**config.mk**
```make
export PLATFORM = sky130hd
export DESIGN_NAME = peer_table_lru_replace
export DESIGN_NICKNAME = d
export VERILOG_FILES = /design/src/rtl/pltr_pkg.sv /design/src/rtl/peer_table_lru_replace.sv /design/src/rtl/pltr_cell.sv
export VERILOG_INCLUDE_DIRS = /design/src /design/src/rtl
export SDC_FILE = /design/constraint.sdc
export NUM_CORES = 2
export LEC_CHECK = 0
export BUFFER_PORTS_ARGS = -buffer_cell sky130_fd_sc_hd__buf_2
export CORE_MARGIN = 2
export CORE_UTILIZATION = 45
export DETAILED_ROUTE_END_ITERATION = 12
export GPL_TIMING_DRIVEN = 0
export SLEW_MARGIN = 15
export SYNTH_ARGS = -nofsm -noshare
export SYNTH_HDL_FRONTEND = slang
export SYNTH_SLANG_ARGS = --single-unit
```
**constraint.sdc**
```tcl
create_clock -name clk -period 30.7 [get_ports clk]
set_clock_uncertainty 0.15 [all_clocks]
set_input_delay 4.605 -clock clk [delete_from_list [all_inputs] [get_ports clk]]
set_output_delay 4.605 -clock clk [all_outputs]
set_load 0.05 [all_outputs]
```
**src/rtl/assert_macros.svh**
```systemverilog
// Assertion helpers shared by the RTL files.
// Each macro expects a clock named clk and a reset named rst in scope.
`ifndef ASSERT_MACROS_SVH
`define ASSERT_MACROS_SVH

// The condition holds on every clock edge outside reset.
`define ASSERT_ALWAYS(lbl, cond, msg) \
  lbl: assert property (@(posedge clk) disable iff (rst) (cond)) else $error(msg);

// The consequence holds in the same cycle as the antecedent.
`define ASSERT_IMPLIES(lbl, ante, cons, msg) \
  lbl: assert property (@(posedge clk) disable iff (rst) (ante) |-> (cons)) else $error(msg);

// The consequence holds in the cycle after the antecedent.
`define ASSERT_NEXT(lbl, ante, cons, msg) \
  lbl: assert property (@(posedge clk) disable iff (rst) (ante) |=> (cons)) else $error(msg);

`endif

```
**src/rtl/pltr_pkg.sv**
```systemverilog
`timescale 1ns / 1ps

package pltr_pkg;

  // Table geometry.
  localparam int TABLE_ENTRIES = 8;
  localparam int IDX_W         = $clog2(TABLE_ENTRIES);
  localparam int ADDR_W        = 48;
  localparam int STAMP_W       = 64;
  localparam int SLOT_W        = 3;

  // Reported outcome codes.
  typedef enum logic [1:0] {
    OUT_HIT     = 2'd0,
    OUT_FILL    = 2'd1,
    OUT_REPLACE = 2'd2
  } outcome_t;

  // Search token that walks down the chain of cells, one cell per cycle.
  typedef struct packed {
    logic               vld;
    logic               hit;
    logic [IDX_W-1:0]   hit_idx;
    logic               free;
    logic [IDX_W-1:0]   free_idx;
    logic               old;
    logic [IDX_W-1:0]   old_idx;
    logic [STAMP_W-1:0] old_stamp;
    logic [ADDR_W-1:0]  old_addr;
  } cell_tok_t;

  // Write broadcast from the controller to all cells.
  typedef struct packed {
    logic               en;
    logic [IDX_W-1:0]   idx;
    logic [ADDR_W-1:0]  addr;
    logic [STAMP_W-1:0] stamp;
  } cell_wr_t;

endpackage

```
**src/rtl/peer_table_lru_replace.sv**
```systemverilog
`timescale 1ns / 1ps
// A request is captured and a search token walks the chain of entry cells one cell per
// cycle; the finished token is held and committed to the output register, where a stall
// can hold it. A new request is not accepted until the previous one has been committed.
// Reset: synchronous, active high; clears all entry valid bits, the search tokens, the output
// valid and the control state. Addresses and times are not cleared and are never read unset.
`include "assert_macros.svh"

module peer_table_lru_replace import pltr_pkg::*; (
  input  logic               clk,
  input  logic               rst,
  input  logic               in_valid,
  output logic               in_stall,
  input  logic [ADDR_W-1:0]  peer_address,
  input  logic [STAMP_W-1:0] time_now,
  output logic               out_valid,
  input  logic               out_stall,
  output logic [1:0]         outcome,
  output logic [SLOT_W-1:0]  slot_index,
  output logic [ADDR_W-1:0]  evicted_address
);

  typedef enum logic [3:0] {
    ST_IDLE   = 4'b0001,
    ST_LAUNCH = 4'b0010,
    ST_SEARCH = 4'b0100,
    ST_COMMIT = 4'b1000
  } state_t;

  state_t             state;
  state_t             state_next;
  logic [ADDR_W-1:0]  req_addr;
  logic [STAMP_W-1:0] req_time;
  cell_tok_t          fin;
  cell_tok_t          chain [TABLE_ENTRIES+1];
  logic [TABLE_ENTRIES:0]   tok_vld;
  logic [TABLE_ENTRIES-1:0] entry_valid;
  cell_wr_t           wr;
  logic               accept;
  logic               can_load;
  logic               commit_go;
  logic [IDX_W-1:0]   target_idx;
  logic [IDX_W+2:0]   slot_wide;
  outcome_t           code;
  logic [ADDR_W-1:0]  evicted;
  outcome_t           out_code;

  assign in_stall  = (state != ST_IDLE);
  assign accept    = in_valid && !in_stall;
  assign can_load  = !out_valid || !out_stall;
  assign commit_go = (state == ST_COMMIT) && can_load;

  // Capture the request.
  always_ff @(posedge clk) begin
    if (accept) begin
      req_addr <= peer_address;
      req_time <= time_now;
    end
  end

  // Inject a fresh token into the head of the chain.
  always_comb begin
    chain[0]     = '0;
    chain[0].vld = (state == ST_LAUNCH);
  end

  // Chain of entry cells.
  for (genvar g = 0; g < TABLE_ENTRIES; g++) begin : g_cell
    pltr_cell u_cell (
      .clk         (clk),
      .rst         (rst),
      .slot_id     (IDX_W'(g)),
      .req_addr    (req_addr),
      .tok_in      (chain[g]),
      .wr          (wr),
      .tok_out     (chain[g+1]),
      .entry_valid (entry_valid[g])
    );
  end

  for (genvar t = 0; t <= TABLE_ENTRIES; t++) begin : g_vld
    assign tok_vld[t] = chain[t].vld;
  end

  // Hold the finished token until it is committed.
  always_ff @(posedge clk) begin
    if (state == ST_SEARCH && chain[TABLE_ENTRIES].vld) begin
      fin <= chain[TABLE_ENTRIES];
    end
  end

  // Decide the outcome from the finished token.
  always_comb begin
    if (fin.hit) begin
      code       = OUT_HIT;
      target_idx = fin.hit_idx;
      evicted    = '0;
    end else if (fin.free) begin
      code       = OUT_FILL;
      target_idx = fin.free_idx;
      evicted    = '0;
    end else begin
      code       = OUT_REPLACE;
      target_idx = fin.old_idx;
      evicted    = fin.old_addr;
    end
  end

  assign slot_wide = {3'b000, target_idx};

  // Write broadcast to the chosen cell.
  always_comb begin
    wr.en    = commit_go;
    wr.idx   = target_idx;
    wr.addr  = req_addr;
    wr.stamp = req_time;
  end

  // Controller.
  always_comb begin
    state_next = state;
    case (state)
      ST_IDLE: begin
        if (accept) state_next = ST_LAUNCH;
      end
      ST_LAUNCH: begin
        state_next = ST_SEARCH;
      end
      ST_SEARCH: begin
        if (chain[TABLE_ENTRIES].vld) state_next = ST_COMMIT;
      end
      ST_COMMIT: begin
        if (can_load) state_next = ST_IDLE;
      end
      default: begin
        state_next = ST_IDLE;
      end
    endcase
  end

  always_ff @(posedge clk) begin
    if (rst) begin
      state <= ST_IDLE;
    end else begin
      state <= state_next;
    end
  end

  // Output register.
  always_ff @(posedge clk) begin
    if (rst) begin
      out_valid <= 1'b0;
    end else if (commit_go) begin
      out_valid <= 1'b1;
    end else if (!out_stall) begin
      out_valid <= 1'b0;
    end
  end

  always_ff @(posedge clk) begin
    if (commit_go) begin
      out_code        <= code;
      slot_index      <= slot_wide[2:0];
      evicted_address <= evicted;
    end
  end

  assign outcome = out_code;

  `ASSERT_ALWAYS(a_single_token, $onehot0(tok_vld), "more than one search token in the chain")
  `ASSERT_IMPLIES(a_replace_full, (state == ST_COMMIT) && !fin.hit && !fin.free, (&entry_valid), "replace with a free entry present")
  `ASSERT_IMPLIES(a_hit_no_evict, out_valid && (out_code != OUT_REPLACE), (evicted_address == '0), "evicted address set without replace")
  `ASSERT_NEXT(a_commit_shows, commit_go, out_valid, "committed request not shown at output")

endmodule

```
**src/rtl/pltr_cell.sv**
```systemverilog
`timescale 1ns / 1ps
`include "assert_macros.svh"

module pltr_cell import pltr_pkg::*; (
  input  logic              clk,
  input  logic              rst,
  input  logic [IDX_W-1:0]  slot_id,
  input  logic [ADDR_W-1:0] req_addr,
  input  cell_tok_t         tok_in,
  input  cell_wr_t          wr,
  output cell_tok_t         tok_out,
  output logic              entry_valid
);

  logic               valid;
  logic [ADDR_W-1:0]  addr;
  logic [STAMP_W-1:0] last_use;
  cell_tok_t          tok_next;
  logic               wr_here;

  assign entry_valid = valid;
  assign wr_here     = wr.en && (wr.idx == slot_id);

  // Fold this entry into the passing token: first hit, first free slot, and
  // the oldest valid entry with ties kept at the lower index.
  always_comb begin
    tok_next = tok_in;
    if (tok_in.vld) begin
      if (!tok_in.hit && valid && (addr == req_addr)) begin
        tok_next.hit     = 1'b1;
        tok_next.hit_idx = slot_id;
      end
      if (!tok_in.free && !valid) begin
        tok_next.free     = 1'b1;
        tok_next.free_idx = slot_id;
      end
      if (valid && (!tok_in.old || (last_use < tok_in.old_stamp))) begin
        tok_next.old       = 1'b1;
        tok_next.old_idx   = slot_id;
        tok_next.old_stamp = last_use;
        tok_next.old_addr  = addr;
      end
    end
  end

  // Hand the token to the next cell.
  always_ff @(posedge clk) begin
    if (rst) begin
      tok_out <= '0;
    end else begin
      tok_out <= tok_next;
    end
  end

  // Entry storage; only the valid bit is cleared by reset.
  always_ff @(posedge clk) begin
    if (rst) begin
      valid <= 1'b0;
    end else if (wr_here) begin
      valid <= 1'b1;
    end
  end

  always_ff @(posedge clk) begin
    if (wr_here) begin
      addr     <= wr.addr;
      last_use <= wr.stamp;
    end
  end

  `ASSERT_NEXT(a_cell_write_sets_valid, wr_here, valid, "cell not valid after write")

endmodule
```
# == Yosys cells after proc, flatten, opt, wreduce, memory -nomap -nowiden ==
# Cells that the tools add are included.
# totals
ff_bits,2068
latchBits,0
ram_bits,0
mem_bits_ro,0
output_inout_bits,55
elab_cells,264
memories,0
# classes
n_addsub,0
mul,0
div,0
magnitude_cmp,7
n_eq_ne,24
shift,0
mux,40
n_bitwise,2
reduce_logical,84
# ops
operator,n
two-way mux 116 bit,8
two-way mux 124 bit,7
less-than comparator 64 bit,7
== test 48 bit,8
two-way mux 4 bit,19
logical AND 1 bit,40
logical NOT 1 bit,31
case mux 4 bit (4 select lines),1
== test 3 bit (second input constant),4
logical OR 1 bit,8
== test 3 x 2 -> 1 bit (second input constant),2
two-way mux 3 bit,2
== test 4 x 1 -> 1 bit (second input constant),1
== test 4 x 2 -> 1 bit (second input constant),1
== test 4 x 3 -> 1 bit (second input constant),1
== test 4 bit (second input constant),1
!= test 2 x 1 -> 1 bit (second input constant),2
!= test 2 bit (second input constant),2
!= test 4 x 1 -> 1 bit (second input constant),1
OR reduction 2 bit,2
== test 3 x 1 -> 1 bit (second input constant),1
logical NOT 3 bit,1
AND reduction 3 bit,1
OR reduction 3 bit,1
3 further kinds,5

# == Longest topological paths before layout ==
# depth
word_depth,5
mapped_depth,13
mapped_depth_nobuf,10

# == By module ==
# From an unflattened synthesis, not the netlist that was laid out.
# hier_totals
hier_cells,7814
area_unflattened_um2,95405.3
# modules_own_cells
mod,instances,cells_per_inst,area_per_inst_um2,seq_area_each_um2
pltr_cell,8,937,11004.3,5885.6
peer_table_lru_replace,1,318,7370.8,6826.5

# == Worst setup path before layout ==
# Ideal clock, no wire load.
# synth_path
kind,in2reg
start,input out_stall
end,register g_cell[7].u_cell.addr[0] (enable)
arrival_ps,12585
required_time_ps,29964
setup_slack_ps,17380
cell_stages,3
n_path_buf,0
cell_sequence,a21oi_1 > nand2_1 > nor2_1
# synth_via
elab_chain_cells,4
# synth_rtl
item,line,text
"start, declared",peer_table_lru_replace.sv:17,"input logic out_stall,"
logical NOT 1 bit,-,
logical OR 1 bit,peer_table_lru_replace.sv:50,assign can_load = !out_valid || !out_stall;
logical AND 1 bit,peer_table_lru_replace.sv:51,assign commit_go = (state == ST_COMMIT) && can_load;
logical AND 1 bit,pltr_cell.sv:22,assign wr_here = wr.en && (wr.idx == slot_id);
net g_cell[7].u_cell.wr_here,pltr_cell.sv:19,logic wr_here;
"end signal, assigned",pltr_cell.sv:66,addr <= wr.addr;
"end, declared",pltr_cell.sv:16,logic [ADDR_W-1:0] addr;
# The timed path passes the listed nets, and every way through them passes these cells.
# A chain may end at the register's enable or synchronous reset.

# == Worst setup path after layout ==
# layout_path
start,input rst
end,register g_cell[3].u_cell.tok_out[37] in the netlist's numbering
# layout_rtl
item,line,text
"start, declared",peer_table_lru_replace.sv:11,"input logic rst,"
"end signal, assigned",pltr_cell.sv:51,tok_out <= tok_next;
"end, declared",pltr_cell.sv:11,"output cell_tok_t tok_out,"
# No word-level cell between the ends.

==> results.cfg <==
[final_layout]
drive_gt1_share_pct = 9.47
nNetsFinal = 7363
final-seq-area_um2 = 52200
fillCellCount = 15450
finish.instance_area_um2 = 93800
area_growth_pct = 14.9
multi_input_area_um2 = 26500

[place]
globalplace.congestion = 1.03
hpwl_mm = 169
postPlaceCellArea_um2 = 86700
io_buffers = 170

[power_and_ir_drop]
p_sw_uw = 1240
p_seq_share_pct = 52.1
power_density_nw_per_um2 = 60.7
p_leak_uw = 0.0363
p_clk_share_pct = 45.0
power_frac_comb_pct = 2.9
p_sw_share_pct = 21.8
cell_internal_pwr_uw = 4450
power_uw = 5690
irDropWorstVdd_mv = 0.0542

[yosys]
yosysTopAreaCellShare_pct = 41.2
yosys.area.top_type = edfxtp_1
ys_warn_count = 0
synth.distinct_cells = 62
ys_top_cells_by_area = edfxtp_1, dfxtp_1, mux2i_1
synth_commonest_cells = edfxtp_1, dfxtp_1, nor2_1
synth_cells = 6367
ys.flop_type = edfxtp_1
ys_async_sr_fraction_pct = 0
synth_edf_count = 1120
syn_area_per_cell_um2 = 12.8
ys_seq_elements = 2047
synthesis.nets = 6924
yosysMostFrequentCell = edfxtp_1
netlist_area_um2 = 81600
yosysSeqAreaShare_pct = 63.9

[cts]
clockRootBuffer = clkbuf_16
cts_buffers = 209
h-tree-depth = 4
path_clk_slew_ps = 60
postCtsSetupBuffers = 0
cts.path.max_buffers = 3
hold_buffers = 0
clk_latency_ps = 850
cts_resized = 0
cts_num_sinks = 2047
cts_tree = yes

[detailed_routing]
drt_iter0_markers = 3552
wl_per_cell_um = 23.3
vias_per_cell = 5.12
first_pass_iters = 5
routed-via-count = 47937
antenna_left = 0
wirelength_mm = 218
drc = 0

[floorplanning]
rows = 156
dieArea_um2 = 185000
core_region_area_um2 = 181000
die_x_um = 430
io_pins = 171
die_h_um = 430
start_util_pct = 45.2

[flow_run]
drv_cap = 0

[sta]
drv_slew = 0
relSlewSlack_pct = 17.6
post-route-period-util_pct = 24.1
hold_viol_final = 0
worstMarginPinSlew_ps = 1220
finalCriticalPeriod_ps = 7400
grt_setup_unrepaired = false
clock.fmax_mhz = 135
setup_viol = 0
setup_tns_ps = 0

[worst_hold_path]
min-delay-start = g_cell[7].u_cell.tok_out[24]$_SDFF_PP0_
hold_path.class = flip-flop to flip-flop

[grt]
grt_pass1_vias = 48622
grt_remaining_overflow = 0
grt_first_pass_wirelength_mm = 317
grt_max_degree = 45
antenna_found_initial = 21
track_usage_pct = 23.5

[worst_setup_path]
cp-end-kind = flip-flop
worstPathRequired_ps = 31240
crit_start = rst
path_class = primary input to flip-flop
critPathLaunchType = primary input
r2r-start = g_cell[5].u_cell.last_use[14]$_DFFE_PP_
cp.arrival_ps = 7940
worstPathMaxFanout = 11

[outcome]
outcome = finished, final reports clean
## registers in the layout, indices dropped and copies added, names as in the netlist, 8 cells and up
name and flops:
g_cell.u_cell.addr 384, g_cell.u_cell.tok_out 914, g_cell.u_cell.entry_valid 8, fin 59
evicted_address 48, g_cell.u_cell.last_use 512, req_time 64, req_addr 48
## cell type report
class / instances / share of cell area, %
multi-input combinational: 3554 / 28.2
timing repair buffer: 228 / 2.16
antenna: 4 / 0.0107
clock inverter: 88 / 1.10
inverter: 503 / 2.01
sequential: 2047 / 55.6
clock buffer: 311 / 6.45
buffer: 263 / 1.28
tap: 2370 / 3.16
## power by group through the flow
stage / combinational, uW / sequential (uW) / clock [uW]
floorplan: 79.4 / 2990 / 0
global placement: 158 / 3030 / 0
detailed placement: 164 / 3020 / 0
CTS: 164 / 2960 / 2610
global route: 170 / 2970 / 2720
finish: 165 / 2960 / 2560
## routing by layer
metal | up-vias | routed length (um) | track usage (%)
met5 | - | 13 | 0
met1 | 23204 | 93500 | 30.5
met4 | 2 | 9390 | 9.84
met3 | 380 | 11800 | 3.62
met2 | 1254 | 104000 | 39.3
li1 | 23097 | - | -
## cells in the final DEF, fill, tap and decap left out, types with 42 or more instances in the layout
cell,n
nand4_1,125
xor2_1,146
nand2_1,130
ha_1,441
and2_1,53
o21ai_0,83
clkbuf_1,231
mux2i_1,723
and3_1,113
nand2b_1,235
buf_2,238
nor2_1,725
clkbuf_16,212
nor4_1,60
inv_1,503
dfxtp_1,927
edfxtp_1,1120
nand3_1,42
a21oi_1,194
xnor2_1,217
## critical path: stages
cell and delay [ps]:
buf_2 100, clkbuf_2 550, clkbuf_1 960, clkbuf_2 780
clkbuf_1 610, nor2_1 240
## logic make-up after synthesis
family                   synth area share (%)
flip-flops                               63.9
AND/OR/NAND/NOR                          9.57
buffers and inverters                    3.77
multiplexers                             8.86
adder cells (fa/ha/maj)                  6.76
AO/OA/AOI/OAI                            3.22
XOR/XNOR                                 3.89
## stage by stage
step           utilization, %  cells  setup WS (ps)  hold WS (ps)
5_1_grt                  52.0   9366          23450           254
4_1_cts                  52.0   9364          23510           244
3_3_place_gp             47.3   8907          10640           237
3_5_place_dp             48.0   8965          22600           239
6_report                 52.0   9368          23300           251
2_1_floorplan               -   6367          17380           236
## worst paths after layout
kind	end	slack, ps	cells after the start
min	fin[24]$_DFFE_PP_	250	0
min reg2reg	fin[24]$_DFFE_PP_	250	0
max reg2reg	g_cell[5].u_cell.tok_out[36]$_SDFF_PP0_	25180	12
max	g_cell[3].u_cell.tok_out[37]$_SDFF_PP0_	23300	6
(Power assumes the default switching activity.)
